[src/rtl/skvt_pkg.sv]
// Shared types, codes and constants for the sorted key/value table.
package skvt_pkg;

	localparam int DEF_CAPACITY = 256;

	localparam logic [3:0] FN_INSERT       = 4'd0;
	localparam logic [3:0] FN_GET          = 4'd1;
	localparam logic [3:0] FN_REMOVE_KEY   = 4'd2;
	localparam logic [3:0] FN_REMOVE_AT    = 4'd3;
	localparam logic [3:0] FN_REMOVE_RANGE = 4'd4;
	localparam logic [3:0] FN_KEY_AT       = 4'd5;
	localparam logic [3:0] FN_VALUE_AT     = 4'd6;
	localparam logic [3:0] FN_SET_VALUE    = 4'd7;
	localparam logic [3:0] FN_INDEX_KEY    = 4'd8;
	localparam logic [3:0] FN_INDEX_VALUE  = 4'd9;
	localparam logic [3:0] FN_CLEAR        = 4'd10;

	localparam logic [2:0] ST_OK        = 3'd0;
	localparam logic [2:0] ST_NOT_FOUND = 3'd1;
	localparam logic [2:0] ST_EMPTY     = 3'd2;
	localparam logic [2:0] ST_RANGE     = 3'd3;
	localparam logic [2:0] ST_BAD_SIZE  = 3'd4;
	localparam logic [2:0] ST_FULL      = 3'd5;

	typedef enum logic [4:0] {
		S_IDLE, S_DISPATCH, S_SRCH_RD, S_SRCH_CMP, S_UP_RD, S_UP_WR, S_RD, S_CAP,
		S_DN_INIT, S_DN_RD, S_DN_WR, S_SCAN_RD, S_SCAN_CMP, S_FINISH
	} state_t;

	typedef enum logic [4:0] {
		OP_NONE, OP_LOAD, OP_STATUS, OP_SRCH_RD, OP_SRCH_CMP, OP_OVERWRITE, OP_SET_IDX,
		OP_UP_INIT, OP_UP_RD, OP_UP_WR, OP_INS, OP_RD_AT, OP_CAP_VAL, OP_CAP_KEY,
		OP_DN_INIT, OP_DN_RD, OP_DN_WR, OP_DN_END, OP_WR_VAL, OP_SCAN_INIT, OP_SCAN_RD,
		OP_SCAN_CMP, OP_CLEAR, OP_PUBLISH
	} op_t;

	typedef struct packed {
		op_t        op;
		logic [2:0] code;
	} dp_cmd_t;

	typedef struct packed {
		logic [3:0] func;
		logic       srch_open;
		logic       found;
		logic       full;
		logic       empty;
		logic       pos_range;
		logic       batch_zero;
		logic       up_more;
		logic       dn_more;
		logic       val_eq;
		logic       out_free;
	} dp_stat_t;

endpackage

[src/rtl/skvt_ctrl.sv]
// Command sequencer for the sorted key/value table.
module skvt_ctrl
	import skvt_pkg::*;
(
	input  logic     clk,
	input  logic     arst_n,
	input  logic     in_valid,
	output logic     in_stall,
	input  dp_stat_t stat,
	output dp_cmd_t  cmd
);

	state_t state_q, state_d;

	always_ff @(posedge clk or negedge arst_n) begin
		if (!arst_n) begin
			state_q <= S_IDLE;
		end else begin
			state_q <= state_d;
		end
	end

	always_comb begin
		state_d  = state_q;
		cmd.op   = OP_NONE;
		cmd.code = ST_OK;
		in_stall = 1'b1;
		case (state_q)
			S_IDLE: begin
				in_stall = 1'b0;
				if (in_valid) begin
					cmd.op  = OP_LOAD;
					state_d = S_DISPATCH;
				end
			end
			S_DISPATCH: begin
				state_d = S_FINISH;
				case (stat.func)
					FN_INSERT, FN_GET, FN_REMOVE_KEY, FN_INDEX_KEY: state_d = S_SRCH_RD;
					FN_REMOVE_AT, FN_KEY_AT: begin
						if (stat.pos_range) begin
							cmd.op = OP_STATUS; cmd.code = ST_RANGE;
						end else begin
							state_d = S_RD;
						end
					end
					FN_REMOVE_RANGE: begin
						if (stat.empty) begin
							cmd.op = OP_STATUS; cmd.code = ST_EMPTY;
						end else if (stat.pos_range) begin
							cmd.op = OP_STATUS; cmd.code = ST_RANGE;
						end else if (stat.batch_zero) begin
							cmd.op = OP_STATUS; cmd.code = ST_BAD_SIZE;
						end else begin
							state_d = S_DN_INIT;
						end
					end
					FN_VALUE_AT, FN_SET_VALUE: begin
						if (stat.empty) begin
							cmd.op = OP_STATUS; cmd.code = ST_EMPTY;
						end else if (stat.pos_range) begin
							cmd.op = OP_STATUS; cmd.code = ST_RANGE;
						end else if (stat.func == FN_VALUE_AT) begin
							state_d = S_RD;
						end else begin
							cmd.op = OP_WR_VAL;
						end
					end
					FN_INDEX_VALUE: begin
						cmd.op  = OP_SCAN_INIT;
						state_d = S_SCAN_RD;
					end
					FN_CLEAR: cmd.op = OP_CLEAR;
					default: ;
				endcase
			end
			S_SRCH_RD: begin
				if (stat.srch_open) begin
					cmd.op  = OP_SRCH_RD;
					state_d = S_SRCH_CMP;
				end else if (stat.found) begin
					state_d = S_FINISH;
					case (stat.func)
						FN_INSERT:    cmd.op = OP_OVERWRITE;
						FN_INDEX_KEY: cmd.op = OP_SET_IDX;
						default:      state_d = S_RD;
					endcase
				end else if (stat.func == FN_INSERT) begin
					if (stat.full) begin
						cmd.op = OP_STATUS; cmd.code = ST_FULL;
						state_d = S_FINISH;
					end else begin
						cmd.op  = OP_UP_INIT;
						state_d = S_UP_RD;
					end
				end else begin
					cmd.op = OP_STATUS; cmd.code = ST_NOT_FOUND;
					state_d = S_FINISH;
				end
			end
			S_SRCH_CMP: begin
				cmd.op  = OP_SRCH_CMP;
				state_d = S_SRCH_RD;
			end
			S_UP_RD: begin
				if (stat.up_more) begin
					cmd.op  = OP_UP_RD;
					state_d = S_UP_WR;
				end else begin
					cmd.op  = OP_INS;
					state_d = S_FINISH;
				end
			end
			S_UP_WR: begin
				cmd.op  = OP_UP_WR;
				state_d = S_UP_RD;
			end
			S_RD: begin
				cmd.op  = OP_RD_AT;
				state_d = S_CAP;
			end
			S_CAP: begin
				if (stat.func == FN_KEY_AT) begin
					cmd.op  = OP_CAP_KEY;
					state_d = S_FINISH;
				end else begin
					cmd.op = OP_CAP_VAL;
					if (stat.func == FN_GET || stat.func == FN_VALUE_AT) begin
						state_d = S_FINISH;
					end else begin
						state_d = S_DN_INIT;
					end
				end
			end
			S_DN_INIT: begin
				cmd.op  = OP_DN_INIT;
				state_d = S_DN_RD;
			end
			S_DN_RD: begin
				if (stat.dn_more) begin
					cmd.op  = OP_DN_RD;
					state_d = S_DN_WR;
				end else begin
					cmd.op  = OP_DN_END;
					state_d = S_FINISH;
				end
			end
			S_DN_WR: begin
				cmd.op  = OP_DN_WR;
				state_d = S_DN_RD;
			end
			S_SCAN_RD: begin
				if (stat.dn_more) begin
					cmd.op  = OP_SCAN_RD;
					state_d = S_SCAN_CMP;
				end else begin
					state_d = S_FINISH;
				end
			end
			S_SCAN_CMP: begin
				cmd.op  = OP_SCAN_CMP;
				state_d = stat.val_eq ? S_FINISH : S_SCAN_RD;
			end
			S_FINISH: begin
				if (stat.out_free) begin
					cmd.op  = OP_PUBLISH;
					state_d = S_IDLE;
				end
			end
			default: state_d = S_IDLE;
		endcase
	end

endmodule

[config.mk]
export PLATFORM = sky130hd
export DESIGN_NAME = skvt_ctrl
export DESIGN_NICKNAME = d
export VERILOG_FILES = /design/src/rtl/skvt_pkg.sv /design/src/rtl/skvt_ctrl.sv
export SDC_FILE = /design/constraint.sdc
export NUM_CORES = 1
export LEC_CHECK = 0
export ABC_AREA = 1
export BUFFER_PORTS_ARGS = -buffer_cell sky130_fd_sc_hd__buf_2
export CORE_MARGIN = 2
export CORE_UTILIZATION = 35
export CTS_CLUSTER_DIAMETER = 50
export CTS_CLUSTER_SIZE = 12
export DETAILED_ROUTE_END_ITERATION = 10
export SYNTH_ARGS = -nofsm -noshare
export SYNTH_HDL_FRONTEND = slang
export SYNTH_SLANG_ARGS = --single-unit
[constraint.sdc]
create_clock -name clk -period 4 [get_ports clk]
set_input_delay 0.2 -clock clk [delete_from_list [all_inputs] [get_ports clk]]
set_output_delay 0.2 -clock clk [all_outputs]
set_load 0.02 [all_outputs]
==> flow_summary_export.csv <==
group,metric,value,unit
global_routing,antenna_found_initial,0,
yosys,synth_edf_count,0,
power,power.total,627,uW
drt,final_antenna_net_count,0,
drt,wl,2.69,mm
sta,clock_skew,0.00396,ns
floorplanning,start_util,36.6,%
finish,final_nets,211,
yosys,synth_area,898,sq um
clocking,cts_root_buf,"clkbuf_4",
power,max-vdd-ir-drop,0.000244,V
drt,drc,0,
sta,slew_headroom,75.6,%
global_routing,grt_pass1_wl,4.28,mm
setup_path,startpoint_type,"register",
global_routing,overflow,0,
yosys,synth_nets,181,
power,pwr-share-seq,14.6,%
clocking,post-cts-setup-buffers,0,
drt,drt_pass1_iterations,4,
placed_design,gp_congestion,0.857,
yosys,synthTopCellsByArea,"nand2_1 (16%), dfrtp_1 (11%), nand3_1 (11%), o21ai_0 (8.4%), inv_1 (7.9%)",
sta,rsz0062_at_grt,"false",
clocking,clkTransAtPathRegs,0.04,ns
yosys,ys_seq_area_share,11.1,%
power,p_leak,0.576,nW
placed_design,dpl.hpwl,2.31,mm
yosys,synth.most_common_cell,"nand2_1",
setup_path,crit_path_end_kind,"output pin",
power,clock_power_share,8.0,%
sta,final_hold_viol_count,0,
yosys,syn_inst,164,
finish,antenna_cells,0,
yosys,ys_types,28,
sta,fin_hold_ws,0.292,ns
floorplanning,fp.dieW,54.7,um
yosys,synth_fa_ha_area_share,0,%
clocking,cts_made_buffers,3,
floorplanning,die_area,2990,sq um
floorplanning,num_io_pins,26,
finish,largest_reg_flops,4,
status,status,"complete, no violations",
finish,final_layout_size_suffix_gt1_share,29.7,%
yosys,synth.top_cell.area_share,15.9,%
yosys,synth_compound_area_share,18.8,%
floorplanning,die_h,54.7,um
yosys,avgSynthCellArea,5.48,sq um
clocking,clk-insertion-delay-late,0.24,ns
setup_path,criticalPathCategory,"register to output pin",
placed_design,dp.cells,218,
clocking,h-tree-depth,1,
sta,tns,0,ns
clocking,tritoncts,"done",
yosys,synth.area.mux_share,0,%
yosys,synth_top_family_by_area,"simple AND/OR/NAND/NOR gates",
global_routing,grt_start_max_net_pins,10,
yosys,synthFlopType,"dfrtp_1",
yosys,synth_common_cells,"nand2_1 (38), inv_1 (19), nand3_1 (19), nor2_1 (16), o21ai_0 (15)",
hold_path,hold_path_class,"input pin to asynchronous set/reset pin",
finish,utilization,44.1,%
finish,multi_input_area,683,sq um
finish,regMostFlops,"state_q",
sta,worst_slew_pin_slew,0.362,ns
floorplanning,coreArea,2450,sq um
sta,period_needed,1.82,ns
clocking,clock_sinks,4,
sta,setup_violations,0,
yosys,yosys.area.top_type,"nand2_1",
placed_design,io_buffers,25,
yosys,yosysWarningCount,0,
finish,area_growth,20.5,%
flow_run,maxCapViolations,0,
power,powerDensity,579,nW/um^2
yosys,yosys.area_share.simple,57.2,%
drt,wl_per_cell,12.1,um
sta,min_period_over_period,45.4,%
drt,vias_per_cell,5.26,
finish,reg_top3,"state_q x4",
power,switching_share,59.4,%
setup_path,critical_path_arrival,1.62,ns
power,comb_power_share,77.4,%
yosys,ys_ff_latch,4,
global_routing,grt_pass1_vias,1048,
drt,vias,1167,
power,p_sw,373,uW
global_routing,grt_use_total,19.3,%
sta,drv_slew,0,
drt,drt_iter0_drc,34,
finish,seqCellArea,100,sq um
finish,fin_cells,222,
finish,n_fill_cell,288,
yosys,yosys.area_share.xor_xnor,0,%
floorplanning,rows,18,
power,internal_power,254,uW
yosys,synth_async_sr_flop_share,100,%
setup_path,required,3.80,ns
sta,max_freq,551,MHz
setup_path,cp_max_fo,5,
clocking,clockBufferDepth,2,
## worst max-delay path, cell delays in order, from the launching register on
cell     delay, ns
dfrtp_1       0.47
nor2_2        0.23
nand2_1       0.09
o21ai_0       0.24
nor3_1        0.10
nand3_1       0.08
buf_2         0.16
## layout make-up
type / instances / area share (%)
Inverter: 27 / 9.60
Multi-Input combinational cell: 132 / 63.1
Clock buffer: 3 / 2.08
Tap cell: 30 / 3.47
Timing Repair Buffer: 26 / 12.5
Sequential cell: 4 / 9.25
## per-layer routing
layer | up-vias | part of all wire, % | GRT usage (%)
li1 | 602 | - | -
met3 | 4 | 3.4 | 0
met2 | 28 | 49 | 33.5
met5 | - | 0 | 0
met4 | 0 | 1.3 | 5.42
met1 | 533 | 46 | 26.2
## logic make-up (layout without fill, tap and decap cells)
group / Yosys count / count (layout)
buffers and inverters: 28 / 56
AO/OA/AOI/OAI: 29 / 29
flip-flops: 4 / 4
AND/OR/NAND/NOR: 103 / 103
## layout by cell type, fill, tap and decap left out, drive strengths merged
master	count
nand2	46
inv	27
buf	25
nor2	25
nand3	20
o21ai	19
a21oi	5
nand4	4
dfrtp	4
clkbuf	3
nor3	3
o22ai	2
nand3b	2
or2	1
nor4	1
o41ai	1
o211ai	1
nor3b	1
o2111ai	1
dlygate4sd3	1
## worst paths after layout
path	from	end	slack (ns)	cells after the start
worst max-delay path	state_q[1]	cmd[4]	2.18	6
worst min-delay path	arst_n	state_q[3]	0.29	2
worst max register to register	state_q[0]	state_q[2]	2.58	9
worst min register to register	state_q[2]	state_q[3]	0.80	3
max in group asynchronous	arst_n	state_q[2]	3.59	2
min in group clk	in_valid	state_q[0]	0.31	5
## timing repair
item,in CTS,in global routing
endpoints found under the hold margin,4,0
hold buffers,1,0
gates resized for setup,0,0
## power groups by stage
stage	Clock, mW	Combinational (mW)	Sequential, mW
4_1_cts	0.0498	0.486	0.0917
6_report	0.0504	0.485	0.0916
5_1_grt	0.0500	0.545	0.0937
3_5_place_dp	0	0.483	0.0922
3_3_place_gp	0	0.482	0.0918
2_1_floorplan	0	0.360	0.0872
## per-stage QoR
step	instance area (sq um)	worst slack, ns
floorplan	898	2.45
global placement	1050	2.44
detailed placement	1050	2.43
CTS	1080	2.20
global route	1080	2.05
finish	1080	2.18
Power figures use the tool's default switching activity.
